<file path="config.mk">
export PLATFORM = sky130hd
export DESIGN_NAME = kpg_queue
export DESIGN_NICKNAME = d
export VERILOG_FILES = /design/src/kpg_pkg.sv /design/src/kpg_queue.sv
export SDC_FILE = /design/constraint.sdc
export NUM_CORES = 1
export LEC_CHECK = 0
export ABC_CLOCK_PERIOD_IN_PS = 5250
export BUFFER_PORTS_ARGS = -buffer_cell sky130_fd_sc_hd__buf_4
export CAP_MARGIN = 20
export CORE_MARGIN = 4
export CORE_UTILIZATION = 41
export DETAILED_ROUTE_END_ITERATION = 10
export PLACE_DENSITY = 0.66
export SETUP_SLACK_MARGIN = 0.2
export SLEW_MARGIN = 20
export SYNTH_ARGS = -nofsm -noshare
export SYNTH_HDL_FRONTEND = slang
export SYNTH_SLANG_ARGS = --single-unit
export TNS_END_PERCENT = 30
</file>
<file path="constraint.sdc">
create_clock -name clk -period 5.25 [get_ports clk]
set_clock_uncertainty 0.15 [all_clocks]
set_input_delay 0.2625 -clock clk [delete_from_list [all_inputs] [get_ports clk]]
set_output_delay 0.2625 -clock clk [all_outputs]
set_load 0.02 [all_outputs]
</file>
<file path="src/kpg_pkg.sv">
package kpg_pkg;

  // Grid and store sizes
  localparam int GRID_COLS   = 64;
  localparam int GRID_ROWS   = 48;
  localparam int MAX_POINTS  = 1024;
  localparam int MAX_MATCHES = 64;
  localparam int NCELLS      = GRID_COLS * GRID_ROWS;

  localparam int COL_W   = 6;
  localparam int ROW_W   = 6;
  localparam int IDX_W   = 10;
  localparam int CNT_W   = 11;
  localparam int CELL_AW = $clog2(NCELLS);
  localparam int MATCH_W = $clog2(MAX_MATCHES + 1);
  localparam int CELL_DW = 1 + 2 * IDX_W;
  localparam int PT_DW   = 17 + 17 + 3;

  // Register map, word index
  typedef enum logic [1:0] {
    REG_ORIGIN_X = 2'd0,
    REG_ORIGIN_Y = 2'd1,
    REG_INV_W    = 2'd2,
    REG_INV_H    = 2'd3
  } reg_idx_t;

  typedef enum logic [1:0] {
    MODE_CLEAR  = 2'd0,
    MODE_INSERT = 2'd1,
    MODE_QUERY  = 2'd2,
    MODE_NOP    = 2'd3
  } mode_t;

  typedef enum logic [1:0] {
    ST_OK      = 2'd0,
    ST_OUTSIDE = 2'd1,
    ST_FULL    = 2'd2,
    ST_TRUNC   = 2'd3
  } status_t;

  typedef enum logic [1:0] {
    F_IDLE,
    F_MUL,
    F_FIN
  } front_state_t;

  typedef enum logic [3:0] {
    B_SWEEP,
    B_IDLE,
    B_INS_WR,
    B_EMIT,
    B_Q_CELL,
    B_Q_CELLD,
    B_Q_PT,
    B_Q_PTD,
    B_Q_END
  } back_state_t;

  typedef struct packed {
    logic signed [16:0] origin_x;
    logic signed [16:0] origin_y;
    logic [15:0]        inv_w;
    logic [15:0]        inv_h;
  } cfg_t;

  typedef struct packed {
    mode_t              mode;
    logic signed [16:0] pos_x;
    logic signed [16:0] pos_y;
    logic [2:0]         level;
    logic [11:0]        radius;
    logic signed [3:0]  min_level;
    logic signed [3:0]  max_level;
  } item_t;

  // Classified command handed from front to back
  typedef struct packed {
    item_t            item;
    logic             in_grid;
    logic [COL_W-1:0] col;
    logic [ROW_W-1:0] row;
    logic             win_empty;
    logic [COL_W-1:0] c0;
    logic [COL_W-1:0] c1;
    logic [ROW_W-1:0] r0;
    logic [ROW_W-1:0] r1;
  } cmd_t;

  typedef struct packed {
    logic [IDX_W-1:0] point_index;
    logic [COL_W-1:0] cell_col;
    logic [ROW_W-1:0] cell_row;
    logic             is_match;
    status_t          status;
    logic             last;
  } res_t;

  function automatic logic [CELL_AW-1:0] cell_addr(input logic [COL_W-1:0] col,
                                                   input logic [ROW_W-1:0] row);
    return CELL_AW'(int'(col) * GRID_ROWS + int'(row));
  endfunction

endpackage

</file>
<file path="src/kpg_queue.sv">
module kpg_queue (
  input  logic          clk,
  input  logic          rst,
  input  logic          push,
  input  kpg_pkg::cmd_t push_cmd,
  output logic          full,
  input  logic          pop,
  output logic          valid,
  output kpg_pkg::cmd_t pop_cmd
);

  kpg_pkg::cmd_t mem [2];
  logic          wr_ptr, rd_ptr;
  logic [1:0]    cnt;

  assign full    = (cnt == 2'd2);
  assign valid   = (cnt != 2'd0);
  assign pop_cmd = mem[rd_ptr];

  // Advance pointers and count
  always_ff @(posedge clk) begin
    if (rst) begin
      wr_ptr <= 1'b0;
      rd_ptr <= 1'b0;
      cnt    <= 2'd0;
    end else begin
      if (push) wr_ptr <= ~wr_ptr;
      if (pop) rd_ptr <= ~rd_ptr;
      if (push && !pop) cnt <= cnt + 2'd1;
      else if (pop && !push) cnt <= cnt - 2'd1;
    end
  end

  always_ff @(posedge clk) begin
    if (push) mem[wr_ptr] <= push_cmd;
  end

endmodule

</file>
# Word level (Yosys, flattened, before mapping)
# Memory sizes are Yosys's and may differ from the RTL's. A register that Yosys moved wholly into a read port is not among the register bits.
# Index checks and enable logic that the tools add are counted.
# W data, S select, Z words.
word_totals:
  ramBits: 194
  elab_cells: 21
  in_bits: 101
  n_memories: 1
  register_bits: 4
  out_inout_bits: 99
mem_list:
  columns: ["name", "words", "width", "read_ports", "rd_ports_with_merged_regs", "wr", "line", "text"]
  rows:
  - ["mem", 2, 97, 1, 1, 1, "kpg_queue.sv:12", "kpg_pkg::cmd_t mem [2];"]
op_classes:
  eq_ne: 1
  reduce_logical: 6
  bitwise_logic: 2
  muxes: 6
  add_sub_neg: 2
ops:
  columns: ["operator", "count"]
  rows:
  - ["$mux W1", 4]
  - ["$mux W2", 2]
  - ["$reduce_bool A2 Y1", 2]
  - ["$add A2 B1 Y2 const B", 1]
  - ["$eq A2 B2 Y1 const B", 1]
  - ["$logic_and A1 B1 Y1", 2]
  - ["$logic_not A1 Y1", 2]
  - ["$not A1 Y1", 2]
  - ["$sub A2 B1 Y2 const B", 1]

# Longest topological paths before layout
logic_depth:
  ltp_word: 4
  ltp_mapped: 5
  ltp_nobuf: 5

# Worst setup path after synthesis
# Ideal clock, no wire load.
synth_timing:
  kind: "register to register"
  start: "register wr_ptr"
  end: "memory mem[0][0] in the netlist's numbering (enable)"
  arrival_ns: 4.623
  required_time_ns: 4.535
  period_less_slack_ns: 5.338
  path_stages_with_launch: 2
  setup_slack_ns: -0.088
  path_buffers: 0
  setup_ns: 0.565
  cell_sequence: "dfxtp_1 > nor2b_1"
synth_lines:
  columns: ["item", "line", "text"]
  rows:
  - ["from (decl)", "kpg_queue.sv:13", "logic wr_ptr, rd_ptr;"]
  - ["from (signal assigned)", "kpg_queue.sv:27", "if (push) wr_ptr <= ~wr_ptr;"]
  - ["to (decl)", "kpg_queue.sv:12", null]
# Straight into the memory's write port.

==> impl_results.html <==
<table>
<tr><th>Metric</th><th>Value</th></tr>
<tr><th colspan="2">Outcome</th></tr>
<tr><td>Status</td><td>completed</td></tr>
<tr><th colspan="2">Yosys</th></tr>
<tr><td>Share of synthesized cell area in and, or, nand and nor gates</td><td>0.632%</td></tr>
<tr><td>Adder-cell share of the synthesized area</td><td>0.171%</td></tr>
<tr><td>Total number of yosys warnings</td><td>0</td></tr>
<tr><td>Synthesized Nets</td><td>426</td></tr>
<tr><td>Fraction of the mapped netlist area in compound gates</td><td>0.137%</td></tr>
<tr><td>Post-synthesis sequential element count</td><td>199</td></tr>
<tr><td>Distinct cell type count after synthesis</td><td>17</td></tr>
<tr><td>Area of the mapped netlist</td><td>7320 um2</td></tr>
<tr><td>Post-synthesis share of cell area spent on xor and xnor gates</td><td>0.478%</td></tr>
<tr><td>Mux share of post-synthesis cell area</td><td>16.5%</td></tr>
<tr><td>Number of cells produced by synthesis</td><td>324</td></tr>
<tr><td>Mapped Avg Cell Area</td><td>22.6 um2</td></tr>
<tr><td>Largest family of logic cells by synthesized area</td><td>multiplexers</td></tr>
<tr><td>Sequential cell area fraction in the yosys report</td><td>80.9%</td></tr>
<tr><th colspan="2">Finish</th></tr>
<tr><td>Fraction of layout cells with a size suffix above 1</td><td>51.5%</td></tr>
<tr><td>Total non-filler cell area in the finished layout</td><td>10,700 um2</td></tr>
<tr><td>Commonest non-fill, non-tap cells in the layout</td><td>201 x sky130_fd_sc_hd__buf_4, 194 x sky130_fd_sc_hd__edfxtp_1, 101 x sky130_fd_sc_hd__dlygate4sd3_1</td></tr>
<tr><td>Area taken by multi-input logic gates</td><td>1320 um2</td></tr>
<tr><td>Nets</td><td>738</td></tr>
<tr><td>Leading cell type in the layout, fill and taps excluded</td><td>sky130_fd_sc_hd__buf_4</td></tr>
<tr><td>Sequential Area</td><td>5930 um2</td></tr>
<tr><td>Number of standard cells in the final layout excluding fillers</td><td>874</td></tr>
<tr><td>Layout fillers</td><td>1,287</td></tr>
<tr><td>Synth-to-Final Area Change</td><td>45.8%</td></tr>
<tr><th colspan="2">CTS</th></tr>
<tr><td>Clock sinks</td><td>199</td></tr>
<tr><td>Deepest level of the CTS H-tree</td><td>4</td></tr>
<tr><td>Cts-stage hold buffer count</td><td>101</td></tr>
<tr><td>TritonCTS Buffers</td><td>17</td></tr>
<tr><td>Number of instances resized during post-cts repair</td><td>0</td></tr>
<tr><td>Clock insertion delay at the later pin of the skew report</td><td>410 ps</td></tr>
<tr><td>Clock-pin slew reported for the worst setup and hold paths after clock tree synthesis</td><td>70 ps</td></tr>
<tr><td>Clock tree from TritonCTS</td><td>yes</td></tr>
<tr><td>Root Buffer</td><td>sky130_fd_sc_hd__clkbuf_16</td></tr>
<tr><td>Buffer levels on the longest clock path</td><td>2</td></tr>
<tr><td>Postcts setup bufs</td><td>0</td></tr>
<tr><th colspan="2">Worst setup path</th></tr>
<tr><td>CP endpoint kind</td><td>primary output</td></tr>
<tr><td>Required time at the endpoint of the critical path</td><td>4840 ps</td></tr>
<tr><td>Classification of the worst setup path</td><td>flip-flop to primary output</td></tr>
<tr><td>Reg2reg start</td><td>wr_ptr</td></tr>
<tr><td>Signal arrival time at the worst endpoint</td><td>2550 ps</td></tr>
<tr><td>Startpoint types</td><td>flip-flop</td></tr>
<tr><td>Worst R2R Path Depth</td><td>2</td></tr>
<tr><td>Worst setup slack for register-to-register paths</td><td>2990 ps</td></tr>
<tr><td>Critical path peak fanout</td><td>66</td></tr>
<tr><td>Endpoint of the worst-slack reg-to-reg timing path</td><td>mem[1][92]</td></tr>
<tr><th colspan="2">Placement</th></tr>
<tr><td>Dpl cells</td><td>741</td></tr>
<tr><td>Placed Area</td><td>9090 um2</td></tr>
<tr><td>Post-DP HPWL</td><td>9080 um</td></tr>
<tr><td>Pre-CTS setup slack</td><td>2650 ps</td></tr>
<tr><td>Routability congestion estimate</td><td>0.747</td></tr>
<tr><td>IO buf count</td><td>199</td></tr>
<tr><th colspan="2">Min path</th></tr>
<tr><td>Cell depth of the worst hold path</td><td>2</td></tr>
<tr><td>Hold Path End</td><td>cnt[1]</td></tr>
<tr><td>Worst min-delay path class</td><td>flip-flop to flip-flop</td></tr>
<tr><td>Hold_sp</td><td>cnt[1]</td></tr>
<tr><th colspan="2">Timing</th></tr>
<tr><td>Number of max-slew violations in the final report</td><td>0</td></tr>
<tr><td>Min setup slack post-route</td><td>2280 ps</td></tr>
<tr><td>Final-layout setup total negative slack</td><td>0 ps</td></tr>
<tr><td>Finish-stage setup viols</td><td>0</td></tr>
<tr><td>RSZ-0062 raised after global routing</td><td>no</td></tr>
<tr><td>Clock period minus worst slack</td><td>2970 ps</td></tr>
<tr><td>Maximum clock rate</td><td>337 MHz</td></tr>
<tr><td>Final hold vios</td><td>0</td></tr>
<tr><td>Slew at the pin with the worst max-slew slack</td><td>936 ps</td></tr>
<tr><td>Slew margin rel.</td><td>37.6%</td></tr>
<tr><td>Final cycle utilization of the critical path</td><td>56.5%</td></tr>
<tr><td>Worst hold slack across all endpoints</td><td>369 ps</td></tr>
<tr><th colspan="2">Die</th></tr>
<tr><td>Total die area</td><td>20,100 um2</td></tr>
<tr><td>Starting Density</td><td>42.1%</td></tr>
<tr><td>Die Height</td><td>142 um</td></tr>
<tr><td>Boundary pin count</td><td>200</td></tr>
<tr><td>Die width</td><td>142 um</td></tr>
<tr><td>Placement Rows</td><td>48</td></tr>
<tr><td>Core area</td><td>17,400 um2</td></tr>
<tr><th colspan="2">Pwr</th></tr>
<tr><td>Reported leakage power</td><td>4.08 nW</td></tr>
<tr><td>Power density over cell area</td><td>350 nW/um2</td></tr>
<tr><td>Max rail drop VDD</td><td>0.247 mV</td></tr>
<tr><th colspan="2">Routing</th></tr>
<tr><td>Drt initial violations</td><td>211</td></tr>
<tr><td>DRC viols</td><td>0</td></tr>
<tr><td>Number of detailed-route iterations in the first pass</td><td>4</td></tr>
<tr><td>Count of vias placed by the detailed router</td><td>4,034</td></tr>
<tr><td>Via/cell ratio</td><td>4.62</td></tr>
<tr><td>Final routed wire length divided by cell count</td><td>16.7 um</td></tr>
<tr><td>Antenna violation net count after detailed routing</td><td>0</td></tr>
<tr><td>Routed WL</td><td>14,600 um</td></tr>
<tr><th colspan="2">GRT</th></tr>
<tr><td>Number of antenna violations at the first check in global routing</td><td>1</td></tr>
<tr><td>Total congestion overflow after global routing</td><td>0</td></tr>
<tr><td>Overall routing resource usage</td><td>14.6%</td></tr>
<tr><td>Via count of the first global-routing pass</td><td>4,385</td></tr>
<tr><td>Global-route wire length before repair</td><td>22,500 um</td></tr>
<tr><td>Largest net degree at the start of global routing</td><td>67</td></tr>
<tr><th colspan="2">Run</th></tr>
<tr><td>Count of maximum capacitance violations</td><td>0</td></tr>
</table>
cell families after synthesis:
kind of cell,count (synthesis)
simple gates,9
compound gates,2
buf+inv,12
xor+xnor,4
mux,97
flops,199
fa+ha+maj,1
final cells by class:
| type | instances | area share (%) |
|---|---|---|
| Sequential cell | 199 | 55.5 |
| Tap cell | 225 | 2.64 |
| Timing Repair Buffer | 304 | 24.0 |
| Antenna cell | 1 | 0.0234 |
| Clock buffer | 18 | 4.02 |
| Multi-Input combinational cell | 113 | 12.3 |
| Inverter | 1 | 0.0351 |
| Clock inverter | 13 | 1.37 |
critical path: stages, from the launching register on:
cell                      delay (ps)
sky130_fd_sc_hd__dfxtp_4         960
sky130_fd_sc_hd__buf_4           590
sky130_fd_sc_hd__mux2_2          410
sky130_fd_sc_hd__buf_4           160
power breakdown:
part / switching [mW] / leakage (nW) / internal (mW) / total [mW]
combinational: 0.271 / 1.95 / 0.311 / 0.582
clock: 0.553 / 0.271 / 0.706 / 1.26
sequential: 0.0434 / 1.86 / 1.85 / 1.90
cell usage after synthesis:
master | number | share of area [%]
sky130_fd_sc_hd__a21oi_1 | 1 | 0.068
sky130_fd_sc_hd__and2_1 | 1 | 0.085
sky130_fd_sc_hd__buf_2 | 6 | 0.41
sky130_fd_sc_hd__buf_6 | 5 | 0.77
sky130_fd_sc_hd__dfxtp_1 | 5 | 1.4
sky130_fd_sc_hd__edfxtp_1 | 194 | 80
sky130_fd_sc_hd__ha_1 | 1 | 0.17
sky130_fd_sc_hd__inv_1 | 1 | 0.051
sky130_fd_sc_hd__mux2_2 | 67 | 10
sky130_fd_sc_hd__mux2_4 | 30 | 6.1
sky130_fd_sc_hd__nor2_1 | 4 | 0.20
sky130_fd_sc_hd__nor2b_1 | 2 | 0.17
sky130_fd_sc_hd__o21ai_0 | 1 | 0.068
sky130_fd_sc_hd__or2_2 | 1 | 0.085
sky130_fd_sc_hd__or3_1 | 1 | 0.085
sky130_fd_sc_hd__xnor2_1 | 2 | 0.24
sky130_fd_sc_hd__xor2_1 | 2 | 0.24
metrics by stage:
stage | util [%] | power (mW)
after floorplan | - | 2.22
after global placement | 52.0 | 2.44
after detailed placement | 52.2 | 2.46
after CTS | 61.3 | 3.78
after global routing | 61.3 | 3.89
final | 61.3 | 3.74
registers in the layout, indices dropped and copies added, names as in the netlist, named ones only:
signal  flops
rd_ptr      1
mem       194
wr_ptr      1
cnt         2
metal layers:
layer | vias up | wire length (um) | global-route usage (%) | part of all wire (%)
met5 | - | 0 | 0 | 0
met4 | 0 | 208 | 4.14 | 1.4
met3 | 20 | 1060 | 5.06 | 7.3
met2 | 148 | 7450 | 25.1 | 51
met1 | 1966 | 5910 | 17.3 | 40
li1 | 1900 | - | - | -
how the worst max path moves through the flow:
stage,from,to
after floorplan,wr_ptr,mem[0][0]
after global placement,flip-flop,pop_cmd[55]
after detailed placement,flip-flop,pop_cmd[55]
after CTS,flip-flop,pop_cmd[55]
after global routing,flip-flop,pop_cmd[55]
final,flip-flop,pop_cmd[55]
Note: power is estimated with default switching activity, not from simulation.
