## src/kpg_pkg.sv

```systemverilog
package kpg_pkg;

  // Grid and store sizes
  localparam int GRID_COLS   = 64;
  localparam int GRID_ROWS   = 48;
  localparam int MAX_POINTS  = 1024;
  localparam int MAX_MATCHES = 64;
  localparam int NCELLS      = GRID_COLS * GRID_ROWS;

  localparam int COL_W   = 6;
  localparam int ROW_W   = 6;
  localparam int IDX_W   = 10;
  localparam int CNT_W   = 11;
  localparam int CELL_AW = $clog2(NCELLS);
  localparam int MATCH_W = $clog2(MAX_MATCHES + 1);
  localparam int CELL_DW = 1 + 2 * IDX_W;
  localparam int PT_DW   = 17 + 17 + 3;

  // Register map, word index
  typedef enum logic [1:0] {
    REG_ORIGIN_X = 2'd0,
    REG_ORIGIN_Y = 2'd1,
    REG_INV_W    = 2'd2,
    REG_INV_H    = 2'd3
  } reg_idx_t;

  typedef enum logic [1:0] {
    MODE_CLEAR  = 2'd0,
    MODE_INSERT = 2'd1,
    MODE_QUERY  = 2'd2,
    MODE_NOP    = 2'd3
  } mode_t;

  typedef enum logic [1:0] {
    ST_OK      = 2'd0,
    ST_OUTSIDE = 2'd1,
    ST_FULL    = 2'd2,
    ST_TRUNC   = 2'd3
  } status_t;

  typedef enum logic [1:0] {
    F_IDLE,
    F_MUL,
    F_FIN
  } front_state_t;

  typedef enum logic [3:0] {
    B_SWEEP,
    B_IDLE,
    B_INS_WR,
    B_EMIT,
    B_Q_CELL,
    B_Q_CELLD,
    B_Q_PT,
    B_Q_PTD,
    B_Q_END
  } back_state_t;

  typedef struct packed {
    logic signed [16:0] origin_x;
    logic signed [16:0] origin_y;
    logic [15:0]        inv_w;
    logic [15:0]        inv_h;
  } cfg_t;

  typedef struct packed {
    mode_t              mode;
    logic signed [16:0] pos_x;
    logic signed [16:0] pos_y;
    logic [2:0]         level;
    logic [11:0]        radius;
    logic signed [3:0]  min_level;
    logic signed [3:0]  max_level;
  } item_t;

  // Classified command handed from front to back
  typedef struct packed {
    item_t            item;
    logic             in_grid;
    logic [COL_W-1:0] col;
    logic [ROW_W-1:0] row;
    logic             win_empty;
    logic [COL_W-1:0] c0;
    logic [COL_W-1:0] c1;
    logic [ROW_W-1:0] r0;
    logic [ROW_W-1:0] r1;
  } cmd_t;

  typedef struct packed {
    logic [IDX_W-1:0] point_index;
    logic [COL_W-1:0] cell_col;
    logic [ROW_W-1:0] cell_row;
    logic             is_match;
    status_t          status;
    logic             last;
  } res_t;

  function automatic logic [CELL_AW-1:0] cell_addr(input logic [COL_W-1:0] col,
                                                   input logic [ROW_W-1:0] row);
    return CELL_AW'(int'(col) * GRID_ROWS + int'(row));
  endfunction

endpackage

```

## src/kpg_front.sv

```systemverilog
module kpg_front (
  input  logic           clk,
  input  logic           rst,
  input  kpg_pkg::cfg_t  cfg,
  input  logic           in_valid,
  output logic           in_ready,
  input  kpg_pkg::item_t in_item,
  output logic           push,
  input  logic           q_full,
  output kpg_pkg::cmd_t  push_cmd
);

  kpg_pkg::front_state_t state, state_next;
  kpg_pkg::item_t        item;
  logic [1:0]            step;
  logic signed [35:0]    prod [4];

  logic signed [17:0] ox, oy;
  logic signed [18:0] re, a, a_sum;
  logic signed [16:0] b;
  logic signed [35:0] prod_c;

  logic signed [16:0] col_r, row_r, c0f, c1f, r0f, r1f, c0c, c1c, r0c, r1c;

  localparam logic signed [16:0] COLS_M1 = 17'(kpg_pkg::GRID_COLS - 1);
  localparam logic signed [16:0] ROWS_M1 = 17'(kpg_pkg::GRID_ROWS - 1);

  function automatic logic signed [16:0] floor20(input logic signed [35:0] p);
    logic signed [35:0] s;
    s = p >>> 20;
    return s[16:0];
  endfunction

  function automatic logic signed [16:0] ceil20(input logic signed [35:0] p);
    logic signed [36:0] s;
    s = ($signed({p[35], p}) + 37'sd1048575) >>> 20;
    return s[16:0];
  endfunction

  // Round half away from zero
  function automatic logic signed [16:0] round20(input logic signed [35:0] p);
    logic [35:0] m;
    logic [35:0] q;
    m = p[35] ? 36'(-p) : 36'(p);
    q = (m + 36'd524288) >> 20;
    return p[35] ? -$signed(q[16:0]) : $signed(q[16:0]);
  endfunction

  // Shared multiplier operands, one product per step
  always_comb begin
    ox = $signed({item.pos_x[16], item.pos_x}) - $signed({cfg.origin_x[16], cfg.origin_x});
    oy = $signed({item.pos_y[16], item.pos_y}) - $signed({cfg.origin_y[16], cfg.origin_y});
    re = (item.mode == kpg_pkg::MODE_QUERY) ? $signed({7'b0, item.radius}) : 19'sd0;
    a = step[1] ? $signed({oy[17], oy}) : $signed({ox[17], ox});
    a_sum = step[0] ? a + re : a - re;
    b = $signed({1'b0, step[1] ? cfg.inv_h : cfg.inv_w});
    prod_c = a_sum * b;
  end

  // Cell, window and clamping from the stored products
  always_comb begin
    col_r = round20(prod[0]);
    row_r = round20(prod[2]);
    c0f = floor20(prod[0]);
    c1f = ceil20(prod[1]);
    r0f = floor20(prod[2]);
    r1f = ceil20(prod[3]);
    c0c = (c0f < 0) ? 17'sd0 : c0f;
    c1c = (c1f > COLS_M1) ? COLS_M1 : c1f;
    r0c = (r0f < 0) ? 17'sd0 : r0f;
    r1c = (r1f > ROWS_M1) ? ROWS_M1 : r1f;

    push_cmd.item      = item;
    push_cmd.in_grid   = (col_r >= 0) && (col_r <= COLS_M1) && (row_r >= 0) && (row_r <= ROWS_M1);
    push_cmd.col       = col_r[kpg_pkg::COL_W-1:0];
    push_cmd.row       = row_r[kpg_pkg::ROW_W-1:0];
    push_cmd.win_empty = (c0c > c1c) || (r0c > r1c);
    push_cmd.c0        = c0c[kpg_pkg::COL_W-1:0];
    push_cmd.c1        = c1c[kpg_pkg::COL_W-1:0];
    push_cmd.r0        = r0c[kpg_pkg::ROW_W-1:0];
    push_cmd.r1        = r1c[kpg_pkg::ROW_W-1:0];
  end

  // Next state and handshake
  always_comb begin
    state_next = state;
    in_ready   = 1'b0;
    push       = 1'b0;
    case (state)
      kpg_pkg::F_IDLE: begin
        in_ready = 1'b1;
        if (in_valid) begin
          if (in_item.mode == kpg_pkg::MODE_INSERT || in_item.mode == kpg_pkg::MODE_QUERY)
            state_next = kpg_pkg::F_MUL;
          else
            state_next = kpg_pkg::F_FIN;
        end
      end
      kpg_pkg::F_MUL: begin
        if (step == 2'd3) state_next = kpg_pkg::F_FIN;
      end
      kpg_pkg::F_FIN: begin
        if (!q_full) begin
          push       = 1'b1;
          state_next = kpg_pkg::F_IDLE;
        end
      end
      default: state_next = kpg_pkg::F_IDLE;
    endcase
  end

  always_ff @(posedge clk) begin
    if (rst) begin
      state <= kpg_pkg::F_IDLE;
    end else begin
      state <= state_next;
    end
  end

  // Capture item and products
  always_ff @(posedge clk) begin
    if (state == kpg_pkg::F_IDLE && in_valid) begin
      item <= in_item;
      step <= 2'd0;
    end
    if (state == kpg_pkg::F_MUL) begin
      prod[step] <= prod_c;
      step       <= step + 2'd1;
    end
  end

endmodule

```

## config.mk

```make
export PLATFORM = sky130hd
export DESIGN_NAME = kpg_front
export DESIGN_NICKNAME = d
export VERILOG_FILES = /design/src/kpg_pkg.sv /design/src/kpg_front.sv
export SDC_FILE = /design/constraint.sdc
export NUM_CORES = 1
export LEC_CHECK = 0
export BUFFER_PORTS_ARGS = -buffer_cell sky130_fd_sc_hd__buf_2
export CAP_MARGIN = 20
export CORE_MARGIN = 3
export CORE_UTILIZATION = 52
export CTS_BUF_LIST = sky130_fd_sc_hd__clkbuf_4
export DETAILED_ROUTE_END_ITERATION = 16
export GPL_TIMING_DRIVEN = 1
export PLACE_DENSITY = 0.74
export SETUP_SLACK_MARGIN = 0.15
export SYNTH_ARGS = -nofsm -noshare
export SYNTH_HDL_FRONTEND = slang
export SYNTH_SLANG_ARGS = --single-unit
```

## constraint.sdc

```tcl
create_clock -name clk -period 10.8 [get_ports clk]
set_input_delay 1.62 -clock clk [delete_from_list [all_inputs] [get_ports clk]]
set_output_delay 1.62 -clock clk [all_outputs]
set_load 0.02 [all_outputs]
```

Word level (Yosys, flattened, before mapping)
Memories as Yosys holds them, arrays and structs flattened.
Cells that the tools add are included.
{"block": "totals", "register_bits": 63, "ram_bits": 144, "inputBits": 129, "elab_cells": 76, "mem_count": 1}
{"name": "prod", "words": 4, "width": 36, "rd": 4, "rd_clocked_by_memory_dff": 0, "write_ports": 1, "line_no": "kpg_front.sv:16", "rtl": "logic signed [35:0] prod [4];"}
{"block": "classes", "add_sub_neg": 13, "mul": 1, "n_lt_le_gt_ge": 10, "eq_ne": 9, "mux": 24, "n_reduce_logical": 9}
{"cell": "2-to-1 mux 17 bit", "count": 6}
{"cell": "adder 36 x 21 -> 37 bit (second input constant)", "count": 2}
{"cell": "adder 36 x 20 -> 36 bit (second input constant)", "count": 2}
{"cell": "2-to-1 mux 36 bit", "count": 2}
{"cell": "negation 36 bit", "count": 2}
{"cell": "2-to-1 mux 19 bit", "count": 2}
{"cell": "multiplier 19 x 17 -> 36 bit", "count": 1}
{"cell": "subtractor 17 x 17 -> 18 bit", "count": 2}
{"cell": ">= comparator 17 x 1 -> 1 bit (second input constant)", "count": 2}
{"cell": "> comparator 17 bit", "count": 2}
{"cell": "> comparator 17 x 7 -> 1 bit (second input constant)", "count": 2}
{"cell": "less-or-equal comparator 17 x 7 -> 1 bit (second input constant)", "count": 2}
{"cell": "negation 16 -> 17 bit", "count": 2}
{"cell": "less-than comparator 16 x 1 -> 1 bit (second input constant)", "count": 2}
{"cell": "adder 19 x 13 -> 19 bit", "count": 1}
{"cell": "subtractor 19 x 13 -> 19 bit", "count": 1}
{"cell": "2-to-1 mux 16 bit", "count": 1}
{"cell": "2-to-1 mux 12 bit", "count": 1}
{"cell": "2-to-1 mux 2 bit", "count": 6}
{"cell": "== test 2 bit (second input constant)", "count": 4}
{"cell": "!= test 2 bit (second input constant)", "count": 3}
{"cell": "one-hot mux 2 bit (3 select lines)", "count": 1}
{"cell": "2-to-1 mux 1 bit", "count": 5}
{"cell": "== test 2 x 1 -> 1 bit (second input constant)", "count": 2}
{"cell": "6 further kinds", "count": 10}

Depth between registers and ports, before layout
Gate-level depths: netlist (run 1).
An unclocked memory read counts as a cell.
{"block": "logic_depth", "ltp_word": 10, "mapped_depth": 45, "mapped_depth_nobuf": 44}

Least setup slack after synthesis (run 1)
OpenSTA, ideal clock, no wires.
{"block": "synth_path", "path_type": "input to register", "start": "input port cfg[34] in the netlist's numbering", "end": "memory prod[0][35] (data pin)", "setup_time_ps": 274, "t_arrival_ps": 11023, "required_ps": 10526, "slack_ps": -496, "cell_stages": 40, "n_path_buf": 1, "cell_sequence": "inv_1 > ha_1 > nor2b_1 > o21ai_0 > a21boi_0 > o21ai_0 > a21boi_0 > o21ai_0 > a21oi_1 > o41ai_1 > o21bai_1 > a211oi_1 > o22ai_1 > ha_1 > clkbuf_1 > nand3_1 > a2111oi_0 > nor3_1 > [... 4 more ...] > fa_1 > fa_1 > inv_1 > fa_1 > inv_1 > fa_1 > inv_1 > ha_1 > and4_1 > nor2b_1 > a41oi_1 > a31oi_1 > o41ai_1 > o21ai_0 > o41ai_1 > o21ai_0 > a21oi_1 > xnor2_1"}
{"block": "synth_between", "elab_chain_len": 5, "word_cells_on_any_way": 6, "cone_classes": "3 x add/sub; 1 x mul; 2 x mux"}
{"item": "from (decl)", "line_no": "kpg_front.sv:4", "rtl": "input kpg_pkg::cfg_t cfg,"}
{"item": "subtractor 17 x 17 -> 18 bit *", "line_no": "kpg_front.sv:52", "rtl": "oy = $signed({item.pos_y[16], item.pos_y}) - $signed({cfg.origin_y[16], cfg.origin_y});"}
{"item": "2-to-1 mux 19 bit *", "line_no": "kpg_front.sv:54", "rtl": "a = step[1] ? $signed({oy[17], oy}) : $signed({ox[17], ox});"}
{"item": "subtractor 19 x 13 -> 19 bit / adder 19 x 13 -> 19 bit (equally long branches)", "line_no": "kpg_front.sv:55", "rtl": "a_sum = step[0] ? a + re : a - re;"}
{"item": "2-to-1 mux 19 bit *", "line_no": "kpg_front.sv:55"}
{"item": "multiplier 19 x 17 -> 36 bit *", "line_no": "kpg_front.sv:57", "rtl": "prod_c = a_sum * b;"}
{"item": "named net prod_c[35]", "line_no": "kpg_front.sv:21", "rtl": "logic signed [35:0] prod_c;"}
{"item": "to (decl)", "line_no": "kpg_front.sv:16"}
Mark *: on every way through the listed nets, which the timed path passes. The rest lies on a longest branch.

Worst setup path after layout (run 1)
{"block": "layout_path", "start": "input port cfg[32] in the netlist's numbering", "end": "memory prod[2][35] (data pin)"}
The elaborated chain is that of the path after synthesis.

==> summary.txt, run 1 <==
Yosys
  – Primary flip-flop cell chosen by synthesis mapping: edfxtp_1
  – Flops & latches, synth: 207
  – Area share of xor/xnor cells in the synthesized design: 6.26%
  – Area share of the leading cell type in the synthesized netlist: 24.0%
  – Most common cell in the netlist: inv_1
  – Cell taking the most area after synthesis: edfxtp_1
  – Mapped Avg Cell Area: ~9.3 um2
  – Synthesized instance count: 2764
  – Multiplexer area fraction after synthesis: 1.60%
  – Complex-gate fraction of the synthesized area: 10.2%
  – Leading post-synthesis cells by instance count: inv_1 (463), nand2_1 (307), fa_1 (304), nor2_1 (229), edfxtp_1 (205)
  – Count of distinct cell types in the synthesized netlist: 89
  – Share of synthesized cell area in and, or, nand and nor gates: 17.0%
  – Combined area of all synthesized cells: 25700 um2
  – Combinational family with the most area after synthesis: adder cells
  – Count of warnings emitted by yosys: 0
  – Top cells by area in the synthesized netlist: edfxtp_1 (24%), fa_1 (24%), ha_1 (8.9%)
  – Ys async rst share: 0%
  – Number of nets in the synthesized netlist: 3379
  – Number of enable-type register cells in the synthesized netlist: 205
  – Adder and majority gate portion of the synthesized area: 32.7%
  – Sequential element share of the synthesized area: 24.1%

Finish
  – P&R area growth vs syn: 18.0%
  – Final Core Density: 62.8%
  – Fillcell total: 4072
  – Final cell count without fillers: 3890
  – Layout net count: around 3800
  – Fraction of layout cells with a size suffix above 1: around a fifth

Routing
  – Number of nets with antenna violations after routing: 0
  – Count of vias placed by the detailed router: ~21000
  – DRC viols: 0
  – DR iter-0 viols: 1611
  – Per-cell routed wire length: 17.6 um
  – Number of detailed-routing iterations run before antenna repair: 5
  – Total routed wirelength: 68300 um
  – Vias per Instance: between 5 and 6

Timing
  – Min Tclk post-route: 10.36 ns
  – Final number of max-transition violations: 0
  – Ratio of final minimum period to clock period: 95.9%
  – Number of failing hold endpoints at the final stage: 0
  – Slew at the pin closest to its max-slew limit: about 1.1 ns
  – Timing-limited maximum frequency: approximately 97 MHz
  – Number of setup violations in the final report: 0
  – Setup repair after global routing missed its margin: no
  – Worst slew margin relative to its limit: 27.2%
  – Final hold slack: around 0.58 ns
  – Clock Skews: 0.0915 ns

Global routing
  – First-pass GRT wire length: 112000 um
  – Number of global-route vias before repair: between 20000 and 25000
  – Antenna violations before repair: 1
  – Total routing resource utilization after global routing: 26.2%
  – Maximum number of pins on one net before global-route repair: 53
  – Overflow left after global routing: 0

Clock tree
  – Worst-skew pair later-pin latency: 0.74 ns
  – Maximum level of the CTS H-tree: 2
  – Number of sinks handled by clock tree synthesis: ~210
  – Buffer depth of the longest clock path: 3
  – Clk root buf: clkbuf_4
  – Number of hold buffers added after CTS: 0
  – Num CTS Buffers: 52
  – Clock tree from TritonCTS: done
  – Clock input transition at the sequential cells of the worst setup and hold paths: about 0.07 ns

Die
  – Width of the die: 228 um
  – Initial Util: 53.2%
  – IO Pins: 228
  – Height of the die: 228 um
  – Total number of placement rows: 80
  – DIE AREA: 52100 um2
  – Std-Cell Core Area: 48200 um2

Setup path
  – Data required time of the worst path: 11.24 ns
  – Worst Path Class, Setup: input port to flip-flop
  – Crit path max fanout: 6
  – Worst setup EP type: flip-flop
  – Crit path launch type: input port
  – Data arrival at the endpoint of the critical path: 10.80 ns
  – Biggest cell delay along the critical path: 0.63 ns
  – CP max stage cell: fa_1
  – Most frequent cell on the critical path: fa_1

Placed design
  – Total half-perimeter wirelength after legalization and detailed placement: around 56000 um
  – Last weighted congestion value of the routability-driven placer: 0.920
  – Number of buffer cells added on primary ports: around 230
  – Number of cells after detailed placement: 3790

Status
  – Status: complete, no violations

Min path
  – Type of the tightest min-delay check: flip-flop to flip-flop

Job
  – Max-cap viol count: 0
final timing paths:
kind / cells past startpoint / endpoint / slack (ns) / start
min reg2reg: 2 / state[1] / 0.58 / state[1]
min: 2 / state[1] / 0.58 / state[1]
max reg2reg: 42 / prod[1][33] / 0.99 / push_cmd[61]
max: 44 / prod[2][35] / 0.44 / cfg[32]
metal layers:
metal  part of all wire [%]  wire length [um]  track usage (%)
met2                     48             32800             44.4
met3                    6.5              4470             3.99
met5                      0                 0                0
met1                     42             28400             34.2
met4                    3.8              2630             9.33
through the flow:
step                      worst slack (ns)  instance area, um2  setup TNS, ns
after CTS                            0.156               29800              0
after global placement              -0.458               29200         -14.74
final                                0.440               30300              0
after floorplan                      0.151               25900              0
after detailed placement            -0.647               29200         -26.30
after global routing                0.0592               30300              0
repair_timing:
| action | in CTS | in global routing |
|---|---|---|
| endpoints found under the hold margin | 0 | 0 |
| cloned | 0 | 2 |
| resized for setup | 3 | 90 |
| setup buffers | 0 | 12 |
| pin swaps | 0 | 69 |
| setup endpoints to repair | 9 | 54 |
state kept, by name (all words and copies together), names as in the netlist:
signal	cells
state	2
push_cmd	59
step	2
prod	144
layout make-up:
| cell class | count | area [um2] | share of cell area [%] |
|---|---|---|---|
| well taps | 656 | 821 | 2.71 |
| clock buffers | 75 | 563 | 1.86 |
| multi-input cells | 2006 | 18000 | 59.2 |
| clock inverters | 10 | 46.3 | 0.153 |
| diodes | 1 | 2.50 | 0.00826 |
| flip-flops and latches | 207 | 6200 | 20.4 |
| inverters | 465 | 1750 | 5.76 |
| repair buffers | 470 | 2980 | 9.82 |
kinds of logic (layout without fill, tap and decap cells):
kind of cell,after synthesis,after routing
AND/OR/NAND/NOR,911,911
other,0,1
adder cells (fa/ha/maj),490,490
buffers and inverters,551,1020
flip-flops,207,207
multiplexers,39,39
AO/OA/AOI/OAI,384,384
XOR/XNOR,182,182
critical path, delay by kind of cell:
kind            cells  cell delay, ns
compound gates     13            1.95
fa+ha+maj          10            4.57
simple gates        8            0.92
xor+xnor            4            0.74
buf+inv             9            0.99
cell usage in the layout, fill, tap and decap left out, types with 75 or more instances in the layout:
cell type,netlist,final
fa_1,304,302
clkbuf_4,0,75
edfxtp_1,205,205
nor2_1,229,225
nand2_1,307,306
xnor2_1,124,112
inv_1,463,458
buf_4,0,239
buf_2,1,227
ha_1,182,177
Power of run 1 is not shown: default switching activity piles up to over one toggle a cycle in this logic, so the estimate is an artifact.
==> run 2: changes to the inputs <==
--- a/config.mk
+++ b/config.mk
@@ -5,7 +5,7 @@
 export SDC_FILE = /design/constraint.sdc
 export NUM_CORES = 1
 export LEC_CHECK = 0
-export BUFFER_PORTS_ARGS = -buffer_cell sky130_fd_sc_hd__buf_2
+export BUFFER_PORTS_ARGS = -buffer_cell sky130_fd_sc_hd__buf_4
 export CAP_MARGIN = 20
 export CORE_MARGIN = 3
 export CORE_UTILIZATION = 52
==> summary.txt, run 2 (synthesis gave the netlist of run 1 again) <==
Placed design
  – Last weighted congestion value of the routability-driven placer: 0.936 (was 0.920)
  – Total half-perimeter wirelength after legalization and detailed placement: 55900 um (was 55600 um)
  – Number of cells after detailed placement: 3792 (was 3790)
  – Number of buffer cells added on primary ports: 227 (unchanged)

Setup path
  – Worst setup EP type: flip-flop (unchanged)
  – Number of cells on the worst reg-to-reg path: 43 (was 42)
  – Most frequent cell on the critical path: fa_1 (unchanged)
  – Biggest cell delay along the critical path: 0.57 ns (was 0.63 ns)
  – Crit path launch type: input port (unchanged)
  – Data arrival at the endpoint of the critical path: 10.97 ns (was 10.80 ns)
  – Reg2reg setup slack: 0.75 ns (was 0.99 ns)
  – Crit path max fanout: 4 (was 6)
  – Worst Path Class, Setup: input port to flip-flop (unchanged)
  – End of the worst register-to-register path: prod[1][33] (unchanged)
  – Source of the worst register-to-register timing path: push_cmd[79] (was push_cmd[61])
  – Data required time of the worst path: 11.26 ns (was 11.24 ns)
  – CP max stage cell: fa_1 (unchanged)

Timing
  – Number of failing hold endpoints at the final stage: 0 (unchanged)
  – Clock Skews: 0.0923 ns (was 0.0915 ns)
  – Ratio of final minimum period to clock period: 97.3% (was 95.9%)
  – Min Tclk post-route: 10.51 ns (was 10.36 ns)
  – Number of setup violations in the final report: 0 (unchanged)
  – Final number of max-transition violations: 0 (unchanged)
  – Slew at the pin closest to its max-slew limit: 1.03 ns (was 1.06 ns)
  – Timing-limited maximum frequency: 95.2 MHz (was 96.5 MHz)
  – Worst slew margin relative to its limit: 29.4% (was 27.2%)

Min path
  – Type of the tightest min-delay check: flip-flop to flip-flop (unchanged)
  – Worst hold path startpoint: state[1] (unchanged)
  – Sink of the worst hold path: state[1] (unchanged)
  – Depth of the worst hold-timing path: 2 (unchanged)

Die
  – Initial Util: 53.2% (unchanged)
  – DIE AREA: 52100 um2 (unchanged)
  – Std-Cell Core Area: 48200 um2 (unchanged)
  – Total number of placement rows: 80 (unchanged)
  – Width of the die: 228 um (unchanged)
  – IO Pins: 228 (unchanged)
  – Height of the die: 228 um (unchanged)

Finish
  – P&R area growth vs syn: 21.3% (was 18.0%)
  – Register ranked first by flip-flop count: prod (unchanged)
  – Final cell count without fillers: 3914 (was 3890)
  – Fraction of layout cells with a size suffix above 1: 22.2% (was 21.2%)
  – Number of flip-flops under the largest register name: 144 (unchanged)
  – Leading cell types in the layout, fill and taps excluded: buf_4 (472), inv_1 (456), nand2_1 (306) (was inv_1 (458), nand2_1 (306), fa_1 (302))
  – Layout net count: 3827 (was 3817)
  – Commonest non-fill, non-tap cell in the layout: buf_4 (was inv_1)

Clock tree
  – Num CTS Buffers: 55 (was 52)
  – Buffer depth of the longest clock path: 3 (unchanged)
  – Clk root buf: clkbuf_4 (unchanged)
  – Number of hold buffers added after CTS: 0 (unchanged)
  – Maximum level of the CTS H-tree: 2 (unchanged)
  – Number of sinks handled by clock tree synthesis: 207 (unchanged)
  – Clock tree from TritonCTS: done (unchanged)
  – Worst-skew pair later-pin latency: 0.79 ns (was 0.74 ns)
  – Clock input transition at the sequential cells of the worst setup and hold paths: 0.06 ns (was 0.07 ns)

Routing
  – Count of vias placed by the detailed router: 21700 (was 21400)
  – DR iter-0 viols: 1714 (was 1611)
  – Vias per Instance: 5.54 (was 5.50)
  – Number of detailed-routing iterations run before antenna repair: 7 (was 5)
  – DRC viols: 0 (unchanged)
  – Per-cell routed wire length: 17.7 um (was 17.6 um)
  – Total routed wirelength: 69400 um (was 68300 um)
  – Number of nets with antenna violations after routing: 0 (unchanged)

Job
  – Max-cap viol count: 0 (unchanged)

Global routing
  – Total routing resource utilization after global routing: 26.2% (about the same)
  – First-pass GRT wire length: 112000 um (about the same)
  – Overflow left after global routing: 0 (unchanged)
  – Antenna violations before repair: 1 (unchanged)
  – Number of global-route vias before repair: 22500 (was 22300)
  – Maximum number of pins on one net before global-route repair: 53 (unchanged)

Status
  – Status: complete, no violations (unchanged)
[run 2: cell count changes in the layout (fill, tap and decap cells not counted), sizes merged]
cell	previous run	this run
clkinv	10	15
diode	1	2
buf	470	477
clkinvlp	0	1
clkbuf	75	85
[run 2: critical path: cells and delay by family]
| kind | cells | cell delay [ns] |
|---|---|---|
| fa+ha+maj | 9 | 3.80 |
| compound gates | 16 | 3.40 |
| simple gates | 9 | 0.99 |
| buf+inv | 8 | 0.79 |
| xor+xnor | 3 | 0.37 |
[run 2: worst max-delay path by stage]
stage	start	to	slack, ns	cells after the start
after floorplan	cfg[51]	prod[0][35]	0.15	42
after global placement	cfg[50]	prod[0][33]	-0.59	41
after detailed placement	cfg[49]	prod[0][33]	-0.80	43
after CTS	cfg[50]	prod[3][33]	0.18	45
after global routing	cfg[50]	prod[2][33]	-0.03	45
final	cfg[50]	prod[1][33]	0.29	45
[run 2: final cells by class]
class                      instances  area, um2
antenna                            2       5.00
multi-input combinational       2006      18100
fill                            3916      17100
sequential                       207       6200
clock inverter                    16       77.6
timing repair buffer             477       3600
inverter                         465       1750
tap                              656        821
clock buffer                      85        638
[run 2: per-stage QoR]
step / setup slack (ns) / util (%) / hold WS [ns] / instance area, um2 / setup TNS [ns]
2_1_floorplan: 0.151 / - / 0.505 / 25900 / 0
3_3_place_gp: -0.592 / 61.7 / 0.531 / 29800 / -15.15
3_5_place_dp: -0.802 / 61.7 / 0.574 / 29800 / -24.54
4_1_cts: 0.179 / 63.3 / 0.583 / 30500 / 0
5_1_grt: -0.0311 / 64.6 / 0.630 / 31200 / -0.102
6_report: 0.290 / 64.6 / 0.579 / 31200 / 0
[run 2: per-layer routing]
layer | GRT usage (%) | part of all wire, %
met3 | 3.80 | 6.3
met4 | 8.70 | 2.8
met1 | 34.3 | 42
met5 | 0 | 0
met2 | 44.9 | 49
[run 2: what timing repair did]
item,in CTS,in global routing
endpoints found under the setup margin,16,52
pin swaps,3,75
gates cloned,0,1
setup buffers,3,15
resized for setup,6,111
Power of run 2 is left out for the same reason.
